[src/rtl/ablc_pkg.sv]
`timescale 1ns / 1ps
`default_nettype none
// ----------------------------------------------------------------------------
// Ambient light backlight control package
// Shared types, fixed-point constants and the log2 fraction table generator.
// ----------------------------------------------------------------------------
package ablc_pkg;

    // Parameter defaults
    localparam int unsigned LOG_TABLE_DEPTH_DEF = 64;
    localparam int unsigned LEVEL_BITS_DEF      = 16;

    // Shared multiplier geometry (signed operands, registered product)
    localparam int unsigned MUL_W  = 30;
    localparam int unsigned PROD_W = 2 * MUL_W;

    // Datapath widths
    localparam int unsigned FRAC_W = 19;   // signed Q.16 fraction
    localparam int unsigned LOG_W  = 22;   // signed Q.16 log2 of lux
    localparam int unsigned LUX_W  = 34;   // signed Q.8 lux

    // Fixed-point constants
    localparam int unsigned ONE_Q16    = 65536;
    localparam int unsigned CURVE_GAIN = 1155035;  // 9.9323 * ln 2 / 100, Q.24
    localparam int unsigned CURVE_BIAS = 4539747;  // 0.27059, Q.24
    localparam int unsigned CURVE_SHIFT = 24;
    // floor(x / 10) = (x * DIV10_MUL) >> DIV10_SHIFT, exact for x below 2^30
    localparam int unsigned DIV10_MUL   = 214748365;
    localparam int unsigned DIV10_SHIFT = 31;

    // Configuration register indexes
    typedef enum logic [2:0] {
        REG_SENSOR_SCALE     = 3'd0,
        REG_SENSOR_OFFSET    = 3'd1,
        REG_MAX_LUX          = 3'd2,
        REG_BACKLIGHT_LIMITS = 3'd3,
        REG_BACKLIGHT_SCALE  = 3'd4,
        REG_KEYBOARD_LIMITS  = 3'd5,
        REG_KEYBOARD_SCALE   = 3'd6,
        REG_OUTPUT_ENABLES   = 3'd7
    } ablc_reg_t;

    localparam int unsigned CFG_DATA_W = 34;

    typedef struct packed {
        logic [15:0]        sensor_scale;
        logic signed [23:0] sensor_offset;
        logic [31:0]        max_lux;
        logic [33:0]        backlight_limits;
        logic [15:0]        backlight_scale;
        logic [33:0]        keyboard_limits;
        logic [15:0]        keyboard_scale;
        logic [1:0]         output_enables;
    } ablc_cfg_t;

    typedef struct packed {
        logic [16:0] light_fraction;
        logic [15:0] backlight_level;
        logic        backlight_write;
        logic [15:0] keyboard_level;
        logic        keyboard_write;
    } ablc_result_t;

    // Sequencer states
    typedef enum logic [4:0] {
        ST_IDLE,
        ST_MUL_LUX,
        ST_ADD_LUX,
        ST_NORM,
        ST_TAB0,
        ST_TAB1,
        ST_TAB2,
        ST_MUL_INTERP,
        ST_SUM_LOG,
        ST_MUL_CURVE,
        ST_FRAC,
        ST_MUL_BL,
        ST_BL_SUM,
        ST_MUL_DIV,
        ST_BL_UPD,
        ST_MUL_KB,
        ST_KB_UPD,
        ST_DONE
    } ablc_state_t;

    // Entry i of the log2(1 + i/depth) table in Q.16, evaluated at elaboration.
    // Seed is floor(((depth + i) << 30) / depth) by restoring long division,
    // then sixteen square-and-compare steps give the fraction bits MSB first.
    function automatic logic [15:0] ablc_log_entry(input int unsigned i,
                                                   input int unsigned depth);
        logic [40:0] num;
        logic [40:0] quo;
        logic [41:0] part;
        logic [63:0] x;
        logic [15:0] bits;
        num  = 41'(longint'(depth + i)) << 30;
        quo  = '0;
        part = '0;
        for (int b = 40; b >= 0; b--) begin
            part = {part[40:0], num[b]};
            if (part >= 42'(depth)) begin
                part   = part - 42'(depth);
                quo[b] = 1'b1;
            end
        end
        x    = 64'(quo);
        bits = '0;
        for (int k = 0; k < 16; k++) begin
            x    = (x * x) >> 30;
            bits = {bits[14:0], 1'b0};
            if (x >= 64'h8000_0000) begin
                x       = x >> 1;
                bits[0] = 1'b1;
            end
        end
        return bits;
    endfunction

endpackage : ablc_pkg
`default_nettype wire

[src/rtl/ablc_mul.sv]
`timescale 1ns / 1ps
`default_nettype none
// ----------------------------------------------------------------------------
// Shared multiplier
// Signed multiplier with a registered product, reused by each multiplying
// step of the sequencer.
// ----------------------------------------------------------------------------
module ablc_mul (
    input  wire logic                              aclk,
    input  wire logic signed [ablc_pkg::MUL_W-1:0]  mul_a,
    input  wire logic signed [ablc_pkg::MUL_W-1:0]  mul_b,
    output logic signed [ablc_pkg::PROD_W-1:0]      prod_reg
);
    import ablc_pkg::*;

    logic signed [PROD_W-1:0] prod_next;

    // Form the full-width product
    always_comb begin
        prod_next = PROD_W'(mul_a) * PROD_W'(mul_b);
    end

    // Register the product for the following step
    always_ff @(posedge aclk) begin
        prod_reg <= prod_next;
    end

endmodule : ablc_mul
`default_nettype wire

[src/rtl/ablc_log_rom.sv]
`timescale 1ns / 1ps
`default_nettype none
// ----------------------------------------------------------------------------
// Log2 fraction table
// Constant table of log2(1 + i/depth) in Q.16 with a registered read port.
// ----------------------------------------------------------------------------
module ablc_log_rom #(
    parameter int unsigned LOG_TABLE_DEPTH = ablc_pkg::LOG_TABLE_DEPTH_DEF
) (
    input  wire logic                               aclk,
    input  wire logic [$clog2(LOG_TABLE_DEPTH)-1:0] rom_addr,
    output logic [15:0]                             rom_q_reg
);
    import ablc_pkg::*;

    logic [15:0] rom_w [LOG_TABLE_DEPTH];

    // Fill the table with elaboration-time constants
    for (genvar g = 0; g < LOG_TABLE_DEPTH; g++) begin : g_entry
        assign rom_w[g] = ablc_log_entry(g, LOG_TABLE_DEPTH);
    end

    // Registered read
    always_ff @(posedge aclk) begin
        rom_q_reg <= rom_w[rom_addr];
    end

endmodule : ablc_log_rom
`default_nettype wire

[src/rtl/ablc_seq.sv]
`timescale 1ns / 1ps
`default_nettype none
// ----------------------------------------------------------------------------
// Sample sequencer
// Steps one sample through lux scaling, normalisation, table log2, curve,
// limit clamping, level scaling and backlight smoothing, using the shared multiplier.
// ----------------------------------------------------------------------------
module ablc_seq #(
    parameter int unsigned LOG_TABLE_DEPTH = ablc_pkg::LOG_TABLE_DEPTH_DEF,
    parameter int unsigned LEVEL_BITS      = ablc_pkg::LEVEL_BITS_DEF
) (
    input  wire logic                               aclk,
    input  wire logic                               aresetn,
    input  wire ablc_pkg::ablc_cfg_t                cfg,
    // sample input
    input  wire logic                               in_valid,
    output logic                                    in_ready,
    input  wire logic [15:0]                        in_raw,
    // result towards the output register
    output logic                                    res_valid,
    output ablc_pkg::ablc_result_t                  res,
    input  wire logic                               res_free,
    // shared multiplier
    output logic signed [ablc_pkg::MUL_W-1:0]       mul_a,
    output logic signed [ablc_pkg::MUL_W-1:0]       mul_b,
    input  wire logic signed [ablc_pkg::PROD_W-1:0] prod,
    // log table
    output logic [$clog2(LOG_TABLE_DEPTH)-1:0]      rom_addr,
    input  wire logic [15:0]                        rom_q
);
    import ablc_pkg::*;

    localparam int unsigned IDX_W = $clog2(LOG_TABLE_DEPTH);
    localparam int unsigned POS_W = 16 + IDX_W;
    localparam int unsigned SUM_W = LEVEL_BITS + 4;
    localparam logic [31:0] LEVEL_MAX32 = 32'((64'd1 << LEVEL_BITS) - 64'd1);

    ablc_state_t state_reg, state_next;

    logic [15:0]                raw_reg;
    logic [31:0]                norm_reg;
    logic [4:0]                 p_reg;
    logic [15:0]                t0_reg;
    logic [16:0]                t1_reg;
    logic signed [LOG_W-1:0]    log_reg;
    logic signed [FRAC_W-1:0]   frac_reg;
    logic [SUM_W-1:0]           sum_reg;
    logic [LEVEL_BITS-1:0]      bl_now_reg;
    logic [LEVEL_BITS-1:0]      kb_now_reg;
    logic                       bl_write_reg;
    logic                       kb_write_reg;

    logic [POS_W-1:0]           pos;
    logic [IDX_W-1:0]           idx;
    logic [15:0]                rem;
    logic                       idx_last;
    logic signed [LUX_W-1:0]    lux;
    logic                       lux_over;
    logic                       lux_nonpos;
    logic [16:0]                diff;
    logic [15:0]                interp;
    logic [5:0]                 p_off;
    logic [PROD_W-1:0]          curve;
    logic signed [FRAC_W-1:0]   kb_frac;
    logic [16:0]                bl_clamped;
    logic [16:0]                kb_clamped;
    logic [LEVEL_BITS-1:0]      target;
    logic [LEVEL_BITS-1:0]      bl_next;
    logic [SUM_W-1:0]           sum_next;

    // Clamp a signed fraction to [min, max]; with crossed limits, below min gives min, else max
    function automatic logic [16:0] clamp_lim(input logic signed [FRAC_W-1:0] v,
                                              input logic [33:0] lim);
        logic signed [FRAC_W-1:0] lo;
        logic signed [FRAC_W-1:0] hi;
        logic [16:0]              r;
        lo = $signed({2'b00, lim[16:0]});
        hi = $signed({2'b00, lim[33:17]});
        if (v < lo) begin
            r = lim[16:0];
        end else if (v > hi) begin
            r = lim[33:17];
        end else begin
            r = v[16:0];
        end
        return r;
    endfunction

    // Table index and interpolation weight from the bits under the leading one
    always_comb begin
        pos      = POS_W'(norm_reg[30:15]) * POS_W'(LOG_TABLE_DEPTH);
        idx      = pos[POS_W-1:16];
        rem      = pos[15:0];
        idx_last = (idx == IDX_W'(LOG_TABLE_DEPTH - 1));
    end

    // Lux and its range checks
    always_comb begin
        lux        = $signed({2'b00, prod[31:0]})
                   + $signed({{(LUX_W-24){cfg.sensor_offset[23]}}, cfg.sensor_offset});
        lux_over   = lux > $signed({2'b00, cfg.max_lux});
        lux_nonpos = lux[LUX_W-1] || (lux == '0);
    end

    // Interpolation, log assembly and curve
    always_comb begin
        diff    = (t1_reg > {1'b0, t0_reg}) ? (t1_reg - {1'b0, t0_reg}) : '0;
        interp  = t0_reg + prod[31:16];
        p_off   = {1'b0, p_reg} - 6'd8;
        curve   = prod + PROD_W'(CURVE_BIAS);
        kb_frac = FRAC_W'(ONE_Q16) - frac_reg;
    end

    // Clamped fractions, scaled target and smoothing
    always_comb begin
        bl_clamped = clamp_lim(frac_reg, cfg.backlight_limits);
        kb_clamped = clamp_lim(kb_frac, cfg.keyboard_limits);
        if ({15'b0, prod[32:16]} > LEVEL_MAX32) begin
            target = LEVEL_MAX32[LEVEL_BITS-1:0];
        end else begin
            target = LEVEL_BITS'(prod[32:16]);
        end
        sum_next = SUM_W'({bl_now_reg, 3'b000}) + SUM_W'(bl_now_reg) + SUM_W'(target);
        bl_next  = prod[DIV10_SHIFT +: LEVEL_BITS];
    end

    // Next state
    always_comb begin
        state_next = state_reg;
        unique case (state_reg)
            ST_IDLE:       if (in_valid) state_next = ST_MUL_LUX;
            ST_MUL_LUX:    state_next = ST_ADD_LUX;
            ST_ADD_LUX: begin
                if (lux_over || lux_nonpos) begin
                    state_next = ST_MUL_BL;
                end else begin
                    state_next = ST_NORM;
                end
            end
            ST_NORM:       if (norm_reg[31]) state_next = ST_TAB0;
            ST_TAB0:       state_next = ST_TAB1;
            ST_TAB1:       state_next = ST_TAB2;
            ST_TAB2:       state_next = ST_MUL_INTERP;
            ST_MUL_INTERP: state_next = ST_SUM_LOG;
            ST_SUM_LOG:    state_next = ST_MUL_CURVE;
            ST_MUL_CURVE:  state_next = ST_FRAC;
            ST_FRAC:       state_next = ST_MUL_BL;
            ST_MUL_BL:     state_next = ST_BL_SUM;
            ST_BL_SUM:     state_next = ST_MUL_DIV;
            ST_MUL_DIV:    state_next = ST_BL_UPD;
            ST_BL_UPD:     state_next = ST_MUL_KB;
            ST_MUL_KB:     state_next = ST_KB_UPD;
            ST_KB_UPD:     state_next = ST_DONE;
            ST_DONE:       if (res_free) state_next = ST_IDLE;
            default:       state_next = ST_IDLE;
        endcase
    end

    // Outputs: handshake, multiplier operands and table address
    always_comb begin
        in_ready  = (state_reg == ST_IDLE);
        res_valid = (state_reg == ST_DONE);
        mul_a     = '0;
        mul_b     = '0;
        rom_addr  = idx;
        unique case (state_reg)
            ST_MUL_LUX: begin
                mul_a = MUL_W'(raw_reg);
                mul_b = MUL_W'(cfg.sensor_scale);
            end
            ST_TAB1: begin
                rom_addr = idx_last ? idx : (idx + IDX_W'(1));
            end
            ST_MUL_INTERP: begin
                mul_a = MUL_W'(diff);
                mul_b = MUL_W'(rem);
            end
            ST_MUL_CURVE: begin
                mul_a = MUL_W'(log_reg);
                mul_b = MUL_W'(CURVE_GAIN);
            end
            ST_MUL_BL: begin
                mul_a = MUL_W'(bl_clamped);
                mul_b = MUL_W'(cfg.backlight_scale);
            end
            ST_MUL_DIV: begin
                mul_a = MUL_W'(sum_reg);
                mul_b = MUL_W'(DIV10_MUL);
            end
            ST_MUL_KB: begin
                mul_a = MUL_W'(kb_clamped);
                mul_b = MUL_W'(cfg.keyboard_scale);
            end
            default: begin
                mul_a = '0;
            end
        endcase
    end

    // Result assembly; the fraction saturates to 0..1
    always_comb begin
        if (frac_reg < 0) begin
            res.light_fraction = '0;
        end else if (frac_reg > $signed(FRAC_W'(ONE_Q16))) begin
            res.light_fraction = 17'(ONE_Q16);
        end else begin
            res.light_fraction = frac_reg[16:0];
        end
        res.backlight_level = 16'(bl_now_reg);
        res.backlight_write = bl_write_reg;
        res.keyboard_level  = 16'(kb_now_reg);
        res.keyboard_write  = kb_write_reg;
    end

    // Control state and levels
    always_ff @(posedge aclk) begin
        if (!aresetn) begin
            state_reg    <= ST_IDLE;
            bl_now_reg   <= '0;
            kb_now_reg   <= '0;
            bl_write_reg <= 1'b0;
            kb_write_reg <= 1'b0;
        end else begin
            state_reg <= state_next;
            if (state_reg == ST_BL_UPD) begin
                bl_write_reg <= cfg.output_enables[0] && (bl_next != bl_now_reg);
                if (cfg.output_enables[0]) begin
                    bl_now_reg <= bl_next;
                end
            end
            if (state_reg == ST_KB_UPD) begin
                kb_write_reg <= cfg.output_enables[1] && (target != kb_now_reg);
                if (cfg.output_enables[1]) begin
                    kb_now_reg <= target;
                end
            end
        end
    end

    // Datapath registers
    always_ff @(posedge aclk) begin
        case (state_reg)
            ST_IDLE: begin
                if (in_valid) raw_reg <= in_raw;
            end
            ST_ADD_LUX: begin
                norm_reg <= lux[31:0];
                p_reg    <= 5'd31;
                if (lux_over) begin
                    frac_reg <= FRAC_W'(ONE_Q16);
                end else if (lux_nonpos) begin
                    frac_reg <= '0;
                end
            end
            ST_NORM: begin
                // shift until the leading one reaches the top bit
                if (!norm_reg[31]) begin
                    norm_reg <= {norm_reg[30:0], 1'b0};
                    p_reg    <= p_reg - 5'd1;
                end
            end
            ST_TAB1: t0_reg <= rom_q;
            ST_TAB2: t1_reg <= idx_last ? 17'(ONE_Q16) : {1'b0, rom_q};
            ST_SUM_LOG: log_reg <= $signed({p_off, interp});
            ST_FRAC: frac_reg <= curve[CURVE_SHIFT +: FRAC_W];
            ST_BL_SUM: sum_reg <= sum_next;
            default: begin
                sum_reg <= sum_reg;
            end
        endcase
    end

endmodule : ablc_seq
`default_nettype wire

[src/rtl/ambient_light_backlight_control_top.sv]
`timescale 1ns / 1ps
`default_nettype none
// A sample whose lux is non-positive or above max_lux skips normalisation, table and
//   curve; else the time to m_tvalid grows as p, the leading-one position of lux, falls.
// The span is set by the one-bit-per-cycle normalising shift and the passes through
//   the single shared multiplier (six on the full path, four when lux is out of range).
// One sample is in work at a time; s_tready rises with m_tvalid, which waits on m_tready.
// Reset (aresetn low, synchronous) clears both levels and loads register defaults.
// ----------------------------------------------------------------------------
// Ambient light backlight control, top level
// Configuration registers, sample sequencer, shared multiplier, log table and
// output register.
// ----------------------------------------------------------------------------
module ambient_light_backlight_control_top #(
    parameter int unsigned LOG_TABLE_DEPTH = ablc_pkg::LOG_TABLE_DEPTH_DEF,
    parameter int unsigned LEVEL_BITS      = ablc_pkg::LEVEL_BITS_DEF
) (
    input  wire logic                                aclk,
    input  wire logic                                aresetn,
    // configuration write port
    input  wire logic                                cfg_we,
    input  wire logic [2:0]                          cfg_index,
    input  wire logic [ablc_pkg::CFG_DATA_W-1:0]     cfg_wdata,
    // sample input
    input  wire logic                                s_tvalid,
    output logic                                     s_tready,
    input  wire logic [15:0]                         s_tdata,   // [15:0] raw_sample
    // result output
    output logic                                     m_tvalid,
    input  wire logic                                m_tready,
    // [16:0] light_fraction, [32:17] backlight_level, [33] backlight_write,
    // [49:34] keyboard_level, [50] keyboard_write, [55:51] zero
    output logic [55:0]                              m_tdata
);
    import ablc_pkg::*;

    ablc_cfg_t                 cfg_reg;
    ablc_result_t              res;
    logic                      res_valid;
    logic                      res_free;
    logic                      m_tvalid_reg;
    logic [55:0]               m_tdata_reg;
    logic signed [MUL_W-1:0]   mul_a;
    logic signed [MUL_W-1:0]   mul_b;
    logic signed [PROD_W-1:0]  prod;
    logic [$clog2(LOG_TABLE_DEPTH)-1:0] rom_addr;
    logic [15:0]               rom_q;

    // Configuration registers
    always_ff @(posedge aclk) begin
        if (!aresetn) begin
            cfg_reg.sensor_scale     <= 16'd256;
            cfg_reg.sensor_offset    <= '0;
            cfg_reg.max_lux          <= 32'd256000;
            cfg_reg.backlight_limits <= 34'h2_0000_0000;
            cfg_reg.backlight_scale  <= 16'd255;
            cfg_reg.keyboard_limits  <= 34'h2_0000_0000;
            cfg_reg.keyboard_scale   <= 16'd255;
            cfg_reg.output_enables   <= 2'b11;
        end else if (cfg_we) begin
            unique case (ablc_reg_t'(cfg_index))
                REG_SENSOR_SCALE:     cfg_reg.sensor_scale     <= cfg_wdata[15:0];
                REG_SENSOR_OFFSET:    cfg_reg.sensor_offset    <= $signed(cfg_wdata[23:0]);
                REG_MAX_LUX:          cfg_reg.max_lux          <= cfg_wdata[31:0];
                REG_BACKLIGHT_LIMITS: cfg_reg.backlight_limits <= cfg_wdata[33:0];
                REG_BACKLIGHT_SCALE:  cfg_reg.backlight_scale  <= cfg_wdata[15:0];
                REG_KEYBOARD_LIMITS:  cfg_reg.keyboard_limits  <= cfg_wdata[33:0];
                REG_KEYBOARD_SCALE:   cfg_reg.keyboard_scale   <= cfg_wdata[15:0];
                REG_OUTPUT_ENABLES:   cfg_reg.output_enables   <= cfg_wdata[1:0];
                default:              cfg_reg.output_enables   <= cfg_reg.output_enables;
            endcase
        end
    end

    ablc_seq #(
        .LOG_TABLE_DEPTH (LOG_TABLE_DEPTH),
        .LEVEL_BITS      (LEVEL_BITS)
    ) u_seq (
        .aclk      (aclk),
        .aresetn   (aresetn),
        .cfg       (cfg_reg),
        .in_valid  (s_tvalid),
        .in_ready  (s_tready),
        .in_raw    (s_tdata),
        .res_valid (res_valid),
        .res       (res),
        .res_free  (res_free),
        .mul_a     (mul_a),
        .mul_b     (mul_b),
        .prod      (prod),
        .rom_addr  (rom_addr),
        .rom_q     (rom_q)
    );

    ablc_mul u_mul (
        .aclk     (aclk),
        .mul_a    (mul_a),
        .mul_b    (mul_b),
        .prod_reg (prod)
    );

    ablc_log_rom #(
        .LOG_TABLE_DEPTH (LOG_TABLE_DEPTH)
    ) u_rom (
        .aclk      (aclk),
        .rom_addr  (rom_addr),
        .rom_q_reg (rom_q)
    );

    // Output register: take a new word when empty or being drained
    assign res_free = !m_tvalid_reg || m_tready;

    always_ff @(posedge aclk) begin
        if (!aresetn) begin
            m_tvalid_reg <= 1'b0;
        end else if (res_valid && res_free) begin
            m_tvalid_reg <= 1'b1;
        end else if (m_tready) begin
            m_tvalid_reg <= 1'b0;
        end
    end

    // Hold the payload until the word is taken
    always_ff @(posedge aclk) begin
        if (res_valid && res_free) begin
            m_tdata_reg <= {5'b0, res.keyboard_write, res.keyboard_level,
                            res.backlight_write, res.backlight_level,
                            res.light_fraction};
        end
    end

    assign m_tvalid = m_tvalid_reg;
    assign m_tdata  = m_tdata_reg;

endmodule : ambient_light_backlight_control_top
`default_nettype wire
[config.mk]
export PLATFORM = sky130hd
export DESIGN_NAME = ambient_light_backlight_control_top
export DESIGN_NICKNAME = d
export VERILOG_FILES = /design/src/rtl/ablc_pkg.sv /design/src/rtl/ablc_mul.sv /design/src/rtl/ablc_log_rom.sv /design/src/rtl/ablc_seq.sv /design/src/rtl/ambient_light_backlight_control_top.sv
export SDC_FILE = /design/constraint.sdc
export NUM_CORES = 2
export LEC_CHECK = 0
export ABC_AREA = 1
export BUFFER_PORTS_ARGS = -buffer_cell sky130_fd_sc_hd__buf_2
export CAP_MARGIN = 20
export CORE_MARGIN = 5
export CORE_UTILIZATION = 45
export DETAILED_ROUTE_END_ITERATION = 6
export MAX_ROUTING_LAYER = met4
export SLEW_MARGIN = 15
export SYNTH_ARGS = -nofsm -noshare
export SYNTH_HDL_FRONTEND = slang
export SYNTH_SLANG_ARGS = --single-unit
[constraint.sdc]
create_clock -name aclk -period 8.7 [get_ports aclk]
set_input_delay 0.435 -clock aclk [delete_from_list [all_inputs] [get_ports aclk]]
set_output_delay 0.435 -clock aclk [all_outputs]
set_load 0.1 [all_outputs]
==> impl_results.md <==
- Final Cycle Share: 111.4%
- CTS root buf: clkbuf_16
- HP Class: in -> reg
- CTS tree: built
- Wire length per cell: between 20 and 25 microns
- Synthesized area per cell: 7.948 sq um
- Worst path arrival time: 10.19 ns
- Worst Setup SP: u_seq.frac_reg[2]
- Synth Instances: 6,092
- Avg Vias per Cell: between 5 and 6
- Unique cell type count in the Yosys netlist: between 60 and 70
- Met2 usage: between 40% and 50%
- M3 GR Usage: under 10%
- Synth top area cells: fa_1, edfxtp_1, dfxtp_1
- Remaining antenna violation count after routing: 0
- Largest net degree at the start of global routing: 94
- Hold endpoint: u_seq.raw_reg[8]
- Die width: ~340 microns
- Clock latency on the worst-skew pair: around 0.63 ns
- Hold path startpoint: s_tdata[8]
- Max-Cap Viols: 0
- Hpwl dp: 142,900 microns
- Setup_tns: -25.00 ns
- Synth warnings: 0
- Worst r2r path cells: 47
- WS Path Type: reg -> reg
- Final Hold Fails: 0
- Failing checks: negative setup slack
- NumNets Final: approximately 8,000
- Setup violators final: 35
- Fin. max-slew vios: 0
- H-tree depth: 2
- Crit-path slowest cell: fa_1
- Top Ports: between 100 and 150
- Worst Slack Setup Final: -0.9894 ns
- Detailed-route via count: 42,945
- Met1 usage: roughly 44%
- Number of global-route vias before repair: approximately 42,000
- Initial detailed-routing violation count: approximately 3,900
- Core area: between 100,000 and 150,000 sq um
- First-pass GRT wire length: 262,700 microns
- Max VDD drop: 772.0 uV
- TritonCTS Buffers: 50
- R2r endpoint: u_mul.prod_reg[44]
- Post-Synthesis Cell Area: roughly 48,000 sq um
- Fmax: slightly above 100 MHz
- # DRC: 0
- CP dominant cell by count: fa_1
- Power consumption: approximately 21 mW
- Critical Path Stages: between 40 and 50
- Critical R2R Launch: u_seq.frac_reg[2]
- Initial antenna violation count: 6
- Top-area cell type share of the netlist area: 23.65%
- Busiest grt layer: met2
- Clock Pin Slew Worst Setup and Hold Paths: approximately 0.07 ns
- Seq/Total Area, Yosys: 23.73%
- Max incr delay on CP: roughly 0.55 ns
- P_leak: between 30 and 40 nW
- GP Congestion: 1.002
- Max-slew headroom: 34.56%
- Total grt overflow: 0
- Hold depth: 1
- Clock Skews: 0.03466 ns
- Largest register FFs: between 150 and 200
- Initial Util: 45.29%
- Power per cell area: roughly 350 nW/um^2
- Worst path top cell family by delay: adder cells
- Die H: between 300 and 400 microns
- CP Launch Type: register
- Ys async rst share: 0%
- IO Port Bufs: 110
- Clock Tree Buf Depth: 3
- Clock period minus worst slack: about 9.7 ns
- EDFF count, synth: 198
- Unrepaired setup endpoints after global routing: yes
- GRT Total Usage: around a third
- DRT Wirelength: roughly 180,000 microns
- Outcome: finished with violations
- Total die area: about 110,000 sq um
- Yosys reg bits: ~480
- Post-synth top area cell: fa_1
- DR pass1 iterations: 5
- CP Buf/Inv Count: 12
- CP Capture Type: register
- CTS Sinks: about 480
- Area Overhead vs Synth: 22.85%
- Crit path max fanout: 5
- Fin util: approximately 56%
- R2R Setup Slk: -0.99 ns
- Fraction of final layout cells with drive strength greater than 1: 18.53%
- WP data required: between 9 and 10 ns
- # rows: 120
- Worst-margin pin slew: roughly 1 ns
- Dominant synthesized flop cell: dfxtp_1
## cells by family after synthesis
kind of cell	count (synthesis)	synth area share [%]
AO/OA/AOI/OAI	904	10.20
XOR/XNOR	139	2.553
adder cells (fa/ha/maj)	965	33.80
buffers and inverters	1641	13.02
flip-flops	475	23.73
other	2	0.01551
AND/OR/NAND/NOR	1966	16.67
## report_power, final
part           switching [mW]  leakage, nW  internal, mW
combinational            8.77         25.7          6.42
sequential              0.362         4.06          2.82
clock                    1.02        0.827          1.24
total                    10.2         30.6          10.5
## per-layer routing
metal	wire length [microns]	vias to the layer above
li1	-	20131
met1	77040	20865
met2	77890	1647
met3	13310	302
met4	7399	0
met5	0	-
## stage by stage
stage               hold slack, ns  worst slack [ns]  area, sq um  instances
finish                     0.06054           -0.9894        59490       8213
global route               0.03016            -1.354        59480       8212
CTS                        0.01670           -0.7989        58000       8167
detailed placement          0.4155            -1.144        54520       7989
global placement            0.4117            -1.092        54520       7989
floorplan                   0.4064           -0.1354        48810       6125
## layout make-up
type,count,area [sq um]
diodes,3,7.507
clock buffers,60,1381
clock inverters,34,306.5
fillers,10067,47420
inverters,1486,5593
multi-input cells,4011,32890
flip-flops and latches,475,11490
well taps,1403,1755
repair buffers,741,6065
## worst max path at each step
stage               slack, ns                  to
floorplan               -0.14  u_mul.prod_reg[36]
global placement        -1.09  u_mul.prod_reg[45]
detailed placement      -1.14  u_mul.prod_reg[45]
CTS                     -0.80  u_mul.prod_reg[45]
global route            -1.35  u_mul.prod_reg[44]
finish                  -0.99  u_mul.prod_reg[44]
## synth_stat cells, drive strengths merged, types with 5 or more instances
cell / instances
clkinv: 6
edfxtp: 198
o21ai: 382
fa: 572
xnor2: 46
o2111ai: 8
ha: 393
o21bai: 11
xor2: 93
nor4: 17
nor2: 467
a21boi: 8
buf: 46
o22ai: 13
a21o: 13
a31oi: 19
o211ai: 21
o31ai: 7
a221oi: 5
nand3: 203
nand2: 1145
nor3: 59
a21oi: 379
clkbuf: 109
nand4: 41
or2: 17
o21a: 6
nand3b: 7
dfxtp: 277
inv: 1480
## cells in the final DEF, fill, tap and decap left out, types with 26 or more instances in the layout
master     instances
inv_1           1409
nand2_1         1082
fa_1             522
buf_4            516
nor2_1           429
ha_1             351
a21oi_1          340
o21ai_0          326
dfxtp_1          277
edfxtp_1         198
nand3_1          171
buf_2            109
xor2_1            74
inv_2             69
buf_6             63
clkbuf_16         54
fa_2              50
nor3_1            46
nand2_2           44
nand4_1           41
xnor2_1           40
ha_4              39
conb_1            35
buf_12            33
o21ai_1           27
o21ai_2           26
## timing repair
action | 4_1_cts | 5_1_grt
endpoints found under the setup margin | 37 | 40
cloned | 4 | 2
pin swaps | 111 | 189
hold buffers | 14 | 0
endpoints found under the hold margin | 14 | 0
resized for setup | 213 | 312
buffers inserted | 68 | 45
Power figures use the tool's default switching activity.
